--- src/pdse_pkg.sv ---
// ----------------------------------------------------------------------------
// pdse_pkg
// Types, codes and constants of the PCI device search engine.
// ----------------------------------------------------------------------------
package pdse_pkg;

    localparam int NUM_BUSES_DEF = 256;
    localparam int NUM_SLOTS_DEF = 32;
    localparam int NUM_FUNCS_DEF = 8;

    localparam int ADDR_W = 3;

    // register indexes, taken from paddr[2]
    localparam logic REG_VENDOR = 1'b0;
    localparam logic REG_DEVICE = 1'b1;

    localparam logic REQ_START = 1'b0;
    localparam logic REQ_RESP  = 1'b1;

    localparam logic [1:0] KIND_READ      = 2'd0;
    localparam logic [1:0] KIND_FOUND     = 2'd1;
    localparam logic [1:0] KIND_NOT_FOUND = 2'd2;

    localparam logic [7:0] OFF_ID     = 8'h00;
    localparam logic [7:0] OFF_CLASS  = 8'h08;
    localparam logic [7:0] OFF_HEADER = 8'h0C;
    localparam logic [7:0] OFF_BAR0   = 8'h10;
    localparam logic [7:0] OFF_IRQ    = 8'h3C;

    localparam logic [15:0] VID_ABSENT = 16'hFFFF;

    typedef enum logic [5:0] {
        PH_IDLE   = 6'b000001,
        PH_ID     = 6'b000010,
        PH_CLASS  = 6'b000100,
        PH_IRQ    = 6'b001000,
        PH_BAR    = 6'b010000,
        PH_HEADER = 6'b100000
    } phase_t;

    typedef struct packed {
        phase_t     phase;
        logic [7:0] bus;
        logic [4:0] slot;
        logic [2:0] func;
        logic [7:0] saved_class;
        logic [7:0] saved_subclass;
        logic [7:0] saved_irq;
    } scan_state_t;

    typedef struct packed {
        logic [1:0]  kind;
        logic [31:0] address;
        logic [7:0]  hit_bus;
        logic [4:0]  hit_slot;
        logic [2:0]  hit_function;
        logic [7:0]  hit_class;
        logic [7:0]  hit_subclass;
        logic [7:0]  hit_irq;
        logic [31:0] hit_bar;
    } result_t;

endpackage

--- src/pdse_cfg.sv ---
// ----------------------------------------------------------------------------
// pdse_cfg
// APB register file holding the target vendor and device IDs.
// ----------------------------------------------------------------------------
module pdse_cfg (
    input  logic                        clk,
    input  logic                        rst_n,
    input  logic                        psel,
    input  logic                        penable,
    input  logic                        pwrite,
    input  logic [pdse_pkg::ADDR_W-1:0] paddr,
    input  logic [31:0]                 pwdata,
    output logic [31:0]                 prdata,
    output logic                        pready,
    output logic [15:0]                 target_vendor,
    output logic [15:0]                 target_device
);

    logic [15:0] vendor_reg;
    logic [15:0] device_reg;
    logic        wr_en;

    assign pready = 1'b1;
    assign wr_en  = psel && penable && pwrite;

    always_ff @(posedge clk or negedge rst_n)
    begin
        if (!rst_n)
        begin
            vendor_reg <= '0;
            device_reg <= '0;
        end
        else if (wr_en)
        begin
            unique case (paddr[2])
                pdse_pkg::REG_VENDOR: vendor_reg <= pwdata[15:0];
                pdse_pkg::REG_DEVICE: device_reg <= pwdata[15:0];
                default: ;
            endcase
        end
    end

    always_comb
    begin
        unique case (paddr[2])
            pdse_pkg::REG_VENDOR: prdata = {16'd0, vendor_reg};
            pdse_pkg::REG_DEVICE: prdata = {16'd0, device_reg};
            default:              prdata = '0;
        endcase
    end

    assign target_vendor = vendor_reg;
    assign target_device = device_reg;

endmodule

--- src/pdse_step.sv ---
// ----------------------------------------------------------------------------
// pdse_step
// Next-state and result logic of the scan for one beat.
// ----------------------------------------------------------------------------
module pdse_step #(
    parameter int NUM_BUSES = pdse_pkg::NUM_BUSES_DEF,
    parameter int NUM_SLOTS = pdse_pkg::NUM_SLOTS_DEF,
    parameter int NUM_FUNCS = pdse_pkg::NUM_FUNCS_DEF
) (
    input  pdse_pkg::scan_state_t st,
    input  logic                  req_type,
    input  logic [31:0]           read_data,
    input  logic [15:0]           target_vendor,
    input  logic [15:0]           target_device,
    output pdse_pkg::scan_state_t st_next,
    output logic                  has_result,
    output pdse_pkg::result_t     res
);

    logic       go_func;
    logic       go_slot;
    logic       issue;
    logic [7:0] offset;
    logic       last_func;
    logic       last_slot;
    logic       last_bus;

    assign last_func = ({1'b0, st.func} + 4'd1) >= 4'(NUM_FUNCS);
    assign last_slot = ({1'b0, st.slot} + 6'd1) >= 6'(NUM_SLOTS);
    assign last_bus  = ({1'b0, st.bus} + 9'd1) >= 9'(NUM_BUSES);

    always_comb
    begin
        st_next    = st;
        res        = '0;
        has_result = 1'b0;
        issue      = 1'b0;
        offset     = pdse_pkg::OFF_ID;
        go_func    = 1'b0;
        go_slot    = 1'b0;

        if (req_type == pdse_pkg::REQ_START)
        begin
            st_next.bus            = '0;
            st_next.slot           = '0;
            st_next.func           = '0;
            st_next.saved_class    = '0;
            st_next.saved_subclass = '0;
            st_next.saved_irq      = '0;
            st_next.phase          = pdse_pkg::PH_ID;
            issue                  = 1'b1;
        end
        else
        begin
            unique case (st.phase)
                pdse_pkg::PH_ID:
                begin
                    if (read_data[15:0] == pdse_pkg::VID_ABSENT)
                    begin
                        go_slot = (st.func == 3'd0);
                        go_func = (st.func != 3'd0);
                    end
                    else if (read_data[15:0] == target_vendor &&
                             read_data[31:16] == target_device)
                    begin
                        issue         = 1'b1;
                        offset        = pdse_pkg::OFF_CLASS;
                        st_next.phase = pdse_pkg::PH_CLASS;
                    end
                    else if (st.func == 3'd0)
                    begin
                        issue         = 1'b1;
                        offset        = pdse_pkg::OFF_HEADER;
                        st_next.phase = pdse_pkg::PH_HEADER;
                    end
                    else
                    begin
                        go_func = 1'b1;
                    end
                end
                pdse_pkg::PH_HEADER:
                begin
                    // header bit 7 clear: single-function device
                    go_slot = !read_data[23];
                    go_func = read_data[23];
                end
                pdse_pkg::PH_CLASS:
                begin
                    st_next.saved_class    = read_data[31:24];
                    st_next.saved_subclass = read_data[23:16];
                    issue                  = 1'b1;
                    offset                 = pdse_pkg::OFF_IRQ;
                    st_next.phase          = pdse_pkg::PH_IRQ;
                end
                pdse_pkg::PH_IRQ:
                begin
                    st_next.saved_irq = read_data[7:0];
                    issue             = 1'b1;
                    offset            = pdse_pkg::OFF_BAR0;
                    st_next.phase     = pdse_pkg::PH_BAR;
                end
                pdse_pkg::PH_BAR:
                begin
                    has_result       = 1'b1;
                    res.kind         = pdse_pkg::KIND_FOUND;
                    res.hit_bus      = st.bus;
                    res.hit_slot     = st.slot;
                    res.hit_function = st.func;
                    res.hit_class    = st.saved_class;
                    res.hit_subclass = st.saved_subclass;
                    res.hit_irq      = st.saved_irq;
                    res.hit_bar      = read_data;
                    st_next.phase    = pdse_pkg::PH_IDLE;
                end
                default: ;  // idle: response dropped
            endcase
        end

        // walk to the next function, rolling over into the next slot
        if (go_func)
        begin
            if (last_func)
            begin
                go_slot = 1'b1;
            end
            else
            begin
                st_next.func  = st.func + 3'd1;
                st_next.phase = pdse_pkg::PH_ID;
                issue         = 1'b1;
            end
        end

        if (go_slot)
        begin
            st_next.func = '0;
            if (last_slot)
            begin
                st_next.slot = '0;
                if (last_bus)
                begin
                    has_result    = 1'b1;
                    res.kind      = pdse_pkg::KIND_NOT_FOUND;
                    st_next.phase = pdse_pkg::PH_IDLE;
                end
                else
                begin
                    st_next.bus   = st.bus + 8'd1;
                    st_next.phase = pdse_pkg::PH_ID;
                    issue         = 1'b1;
                end
            end
            else
            begin
                st_next.slot  = st.slot + 5'd1;
                st_next.phase = pdse_pkg::PH_ID;
                issue         = 1'b1;
            end
        end

        if (issue)
        begin
            has_result  = 1'b1;
            res.kind    = pdse_pkg::KIND_READ;
            res.address = {1'b1, 7'd0, st_next.bus, st_next.slot, st_next.func,
                           offset[7:2], 2'b00};
        end
    end

endmodule

--- src/pci_device_search_engine.sv ---
// ----------------------------------------------------------------------------
// pci_device_search_engine
// Walks PCI configuration space for a function with a given vendor/device ID.
// ----------------------------------------------------------------------------
// Usage:
//   Input channel (in_valid/in_stall): req_type 0 starts the scan at bus 0,
//   slot 0, function 0; req_type 1 carries read_data answering the previous
//   read request. Output channel (out_valid/out_stall): one beat per input
//   beat that has a result - a read request (request_address), found with
//   the hit_ fields, or not found. A response while idle gives no beat.
//   Targets are written over APB: target_vendor at 0x0, target_device at 0x4.
//   Pipeline: an accepted beat is held in the input register, then processed
//   by the step logic into the result register, which drives the outputs.
//   Throughput: one beat per cycle while the receiver does not stall, set by
//   the single input register feeding the step logic and the result register.
//   Reset: scan idle, position zero, targets zero, both registers empty.
//   Receiver stall: the result is held; one more input beat is taken into the
//   input register, after which in_stall rises until the result is taken.
// ----------------------------------------------------------------------------
module pci_device_search_engine #(
    parameter int NUM_BUSES = pdse_pkg::NUM_BUSES_DEF,
    parameter int NUM_SLOTS = pdse_pkg::NUM_SLOTS_DEF,
    parameter int NUM_FUNCS = pdse_pkg::NUM_FUNCS_DEF
) (
    input  logic                        clk,
    input  logic                        rst_n,
    input  logic                        psel,
    input  logic                        penable,
    input  logic                        pwrite,
    input  logic [pdse_pkg::ADDR_W-1:0] paddr,
    input  logic [31:0]                 pwdata,
    output logic [31:0]                 prdata,
    output logic                        pready,
    input  logic                        in_valid,
    output logic                        in_stall,
    input  logic                        req_type,
    input  logic [31:0]                 read_data,
    output logic                        out_valid,
    input  logic                        out_stall,
    output logic [1:0]                  result_kind,
    output logic [31:0]                 request_address,
    output logic [7:0]                  hit_bus,
    output logic [4:0]                  hit_slot,
    output logic [2:0]                  hit_function,
    output logic [7:0]                  hit_class,
    output logic [7:0]                  hit_subclass,
    output logic [7:0]                  hit_irq,
    output logic [31:0]                 hit_bar
);

    logic [15:0] target_vendor;
    logic [15:0] target_device;

    logic        in_valid_reg;
    logic        in_type_reg;
    logic [31:0] in_data_reg;
    logic        out_valid_reg;

    pdse_pkg::scan_state_t st_reg;
    pdse_pkg::scan_state_t st_next;
    pdse_pkg::result_t     res_next;
    pdse_pkg::result_t     res_reg;
    logic                  has_result;

    logic out_free;
    logic advance;
    logic in_accept;

    pdse_cfg u_cfg (
        .clk           (clk),
        .rst_n         (rst_n),
        .psel          (psel),
        .penable       (penable),
        .pwrite        (pwrite),
        .paddr         (paddr),
        .pwdata        (pwdata),
        .prdata        (prdata),
        .pready        (pready),
        .target_vendor (target_vendor),
        .target_device (target_device)
    );

    pdse_step #(
        .NUM_BUSES (NUM_BUSES),
        .NUM_SLOTS (NUM_SLOTS),
        .NUM_FUNCS (NUM_FUNCS)
    ) u_step (
        .st            (st_reg),
        .req_type      (in_type_reg),
        .read_data     (in_data_reg),
        .target_vendor (target_vendor),
        .target_device (target_device),
        .st_next       (st_next),
        .has_result    (has_result),
        .res           (res_next)
    );

    assign out_free  = !out_valid_reg || !out_stall;
    assign advance   = in_valid_reg && out_free;
    assign in_stall  = in_valid_reg && !out_free;
    assign in_accept = in_valid && !in_stall;

    always_ff @(posedge clk or negedge rst_n)
    begin
        if (!rst_n)
        begin
            in_valid_reg <= 1'b0;
        end
        else if (in_accept)
        begin
            in_valid_reg <= 1'b1;
        end
        else if (advance)
        begin
            in_valid_reg <= 1'b0;
        end
    end

    always_ff @(posedge clk)
    begin
        if (in_accept)
        begin
            in_type_reg <= req_type;
            in_data_reg <= read_data;
        end
    end

    always_ff @(posedge clk or negedge rst_n)
    begin
        if (!rst_n)
        begin
            st_reg <= '{phase: pdse_pkg::PH_IDLE, default: '0};
        end
        else if (advance)
        begin
            st_reg <= st_next;
        end
    end

    always_ff @(posedge clk or negedge rst_n)
    begin
        if (!rst_n)
        begin
            out_valid_reg <= 1'b0;
        end
        else if (out_free)
        begin
            out_valid_reg <= advance && has_result;
        end
    end

    always_ff @(posedge clk)
    begin
        if (advance && has_result)
        begin
            res_reg <= res_next;
        end
    end

    assign out_valid       = out_valid_reg;
    assign result_kind     = res_reg.kind;
    assign request_address = res_reg.address;
    assign hit_bus         = res_reg.hit_bus;
    assign hit_slot        = res_reg.hit_slot;
    assign hit_function    = res_reg.hit_function;
    assign hit_class       = res_reg.hit_class;
    assign hit_subclass    = res_reg.hit_subclass;
    assign hit_irq         = res_reg.hit_irq;
    assign hit_bar         = res_reg.hit_bar;

endmodule

--- config.mk ---
export PLATFORM = sky130hd
export DESIGN_NAME = pci_device_search_engine
export DESIGN_NICKNAME = d
export VERILOG_FILES = /design/src/pdse_pkg.sv /design/src/pdse_cfg.sv /design/src/pdse_step.sv /design/src/pci_device_search_engine.sv
export SDC_FILE = /design/constraint.sdc
export NUM_CORES = 1
export LEC_CHECK = 0
export ABC_CLOCK_PERIOD_IN_PS = 9850
export BUFFER_PORTS_ARGS = -buffer_cell sky130_fd_sc_hd__clkbuf_2
export CAP_MARGIN = 20
export CORE_MARGIN = 3
export CORE_UTILIZATION = 50
export CTS_CLUSTER_DIAMETER = 150
export DETAILED_ROUTE_END_ITERATION = 12
export PLACE_DENSITY_LB_ADDON = 0.25
export RECOVER_POWER = 50
export SYNTH_ARGS = -nofsm -noshare
export SYNTH_HDL_FRONTEND = slang
export SYNTH_SLANG_ARGS = --single-unit
--- constraint.sdc ---
create_clock -name clk -period 9.85 [get_ports clk]
set_clock_uncertainty 0.1 [all_clocks]
set_input_delay 0.985 -clock clk [delete_from_list [all_inputs] [get_ports clk]]
set_output_delay 0.985 -clock clk [all_outputs]
set_load 0.01 [all_outputs]
==> results.cfg <==
[sta]
final-max-slew-violation-count = 209
hold_viol = 0
min_period_ns = 5.44
setup_tns_ns = 0
fin_crit_sh = 0.552
slew_headroom = -1.42
setup_viol = 0
timing.fmax_mhz = 184
worstMarginPinSlew_ns = 3.63
timing.hold.ws_ns = 0.394
rsz0062_at_grt = no
setup_slack_ns = 4.41

[global_route]
grt_usage = 0.219
grt_overflow = 0
grt_max_degree = 92
grt_pass1_vias = 6226
grt_pass1_wl_mm = 35.2
antenna_found_initial = 0

[placement]
place_ws_ns = 5.82
port_buffers = 169
hpwl_mm = 15.1
gp_congestion = 0.829

[floorplanning]
dieArea_mm2 = 0.0204
core_region_area_mm2 = 0.0181
start_util = 0.515
die-width_um = 143
rows = 49
fp.dieH_um = 143
pin_count = 216

[synth]
synth_cells = 699
seq_area_frac_synth = 0.626
ys_ff_latch = 208
synth_area_mm2 = 0.00934
synth_top_cell_area_share = 0.412
yosysTopAreaCell = edfxtp_1
async_flop_share = 0.385
synth_top_cells_by_count = edfxtp_1, dfrtp_1, and3_1
synth-edff-count = 128
yosysWarningCount = 0
yosysUniqueCellTypes = 68
synth.most_common_cell = edfxtp_1
synth_ff_type = edfxtp_1
synthTopCellsByArea = edfxtp_1, dfrtp_1, mux2_2, and3_1, xor2_1
synth_area_per_cell_um2 = 13.4

[clock_network]
cts_sinks = 208
clkTransAtPathRegs_ns = 0.06
clock-root-buffer = clkbuf_16
cts_resized = 0
cts_buffers = 22
cts_tree = built
cts_buffer_depth = 3
htreeDepth = 1
insertion_delay_ns = 0.51
cts_hold_buf = 0
post-cts-setup-buffers = 0

[cells_and_area]
fin_util = 0.602
fillers = 1438
final_layout_size_suffix_gt1_frac = 0.296
num_antenna_cells = 0
syn_to_final_growth_pct = 16.9
num-nets-final = 937
largest_reg_flops = 46

[worst_setup_path]
max_stage_delay_ns = 2.56
crit_path_end = st_reg[41]
r2r_cells = 5
ff2ff_setup_slack_ns = 4.41
crit_path_start = in_type_reg
timing.rr.end = st_reg[41]
r2r-start = in_type_reg
crit_type = flip-flop to flip-flop
required_ns = 10.13
path_buf_inv = 2
crit_path_end_kind = flip-flop
cp-start-kind = flip-flop
slowest_stage = clkbuf_1
cp_max_fo = 91
cp.depth = 5
arrival_ns = 5.72
crit_path_cell_trace = clkbuf_1, inv_1, a2111oi_0, o21ai_0, o2bb2ai_1
cp_top_family = buffers and inverters

[power]
intPower_mw = 1.93
comb_power_share = 0.256
p_clk_frac = 0.285
p_seq_frac = 0.459
p_leak_nw = 4.77
ir_drop_v = 0.000137
switching_share = 0.332
power_density_mw_per_mm2 = 264
power.switching_mw = 0.959

[run_status]
violations = capacitance limit, slew limit
status = finished, violations left

[detailed_routing]
dr.pass1.iters = 5
vias = 6299
route.detailed.drc = 0
wirelength_mm = 22.4
drtIter0Drc = 539
viasPerCell = 5.71
drt-wirelength-per-cell_um = 20.3
ant_nets = 0

[hold_path]
holdCritPathClass = flip-flop to flip-flop

[run]
maxCapViolCount = 4
[how the worst min path moves through the flow]
stage	to	cells after the start	slack, ns	start
after floorplan	st_reg[0]	1	0.36	st_reg[0]
after detailed placement	st_reg[5]	1	0.38	st_reg[5]
final	st_reg[2]	1	0.39	st_reg[2]
after CTS	st_reg[6]	1	0.40	st_reg[6]
after global routing	st_reg[2]	1	0.40	st_reg[2]
after global placement	st_reg[4]	1	0.38	st_reg[4]
[stage by stage]
| step | cells | instance area, um2 | total power [mW] |
|---|---|---|---|
| 6_report | 1103 | 10900 | 2.89 |
| 2_1_floorplan | 725 | 9440 | 1.83 |
| 4_1_cts | 1099 | 10900 | 2.92 |
| 5_1_grt | 1103 | 10900 | 3.04 |
| 3_3_place_gp | 1059 | 10200 | 2.06 |
| 3_5_place_dp | 1059 | 10200 | 2.09 |
[placed cells by master (no fill, tap or decap), drive strengths merged, types with 7 or more instances in the layout]
| cell type | count |
|---|---|
| clkbuf | 201 |
| xor2 | 34 |
| nor4 | 14 |
| conb | 28 |
| nand2 | 34 |
| a22o | 24 |
| a21oi | 23 |
| dfrtp | 79 |
| nor2 | 26 |
| nand3 | 12 |
| mux2 | 48 |
| edfxtp | 128 |
| o211ai | 8 |
| clkinv | 7 |
| inv | 9 |
| o21ai | 18 |
| and3 | 78 |
| nand4 | 9 |
| nor3 | 11 |
[final cells by class]
| cell class | instances | area [um2] | share of cell area |
|---|---|---|---|
| Tap cell | 229 | 287 | 0.0262 |
| Sequential cell | 208 | 5850 | 0.536 |
| Clock buffer | 28 | 603 | 0.0552 |
| Multi-Input combinational cell | 440 | 3160 | 0.289 |
| Timing Repair Buffer | 177 | 858 | 0.0786 |
| Inverter | 9 | 33.8 | 0.00309 |
| Clock inverter | 12 | 129 | 0.0118 |
[cell families after synthesis]
kind of cell             count (synthesis)  share of synthesized area
XOR/XNOR                                35                     0.0328
flip-flops                             208                      0.626
other                                    2                   0.000804
AND/OR/NAND/NOR                        217                      0.140
multiplexers                            50                     0.0600
AO/OA/AOI/OAI                          106                     0.0877
buffers and inverters                   77                     0.0470
adder cells (fa/ha/maj)                  4                    0.00536
[worst register-to-register path, stage by stage (launching register included)]
cell and delay [ns]:
edfxtp_1 0.37, clkbuf_1 2.56, inv_1 1.17, a2111oi_0 0.81, o21ai_0 0.17, o2bb2ai_1 0.15
[metal layers]
metal,wire length (um),GRT usage,share of wire,up-vias
met4,546,0.0670,0.024,0
met5,0,0,0,-
li1,-,-,-,2894
met3,1670,0.0362,0.075,39
met2,10700,0.349,0.48,288
met1,9520,0.311,0.43,3078
[power by group through the flow]
stage	sequential, mW	combinational [mW]	clock, mW
after global routing	1.35	0.807	0.877
after floorplan	1.38	0.447	0
after global placement	1.33	0.732	0
final	1.32	0.739	0.823
after CTS	1.33	0.756	0.836
after detailed placement	1.34	0.751	0
Note: power is estimated with default switching activity, not from simulation.
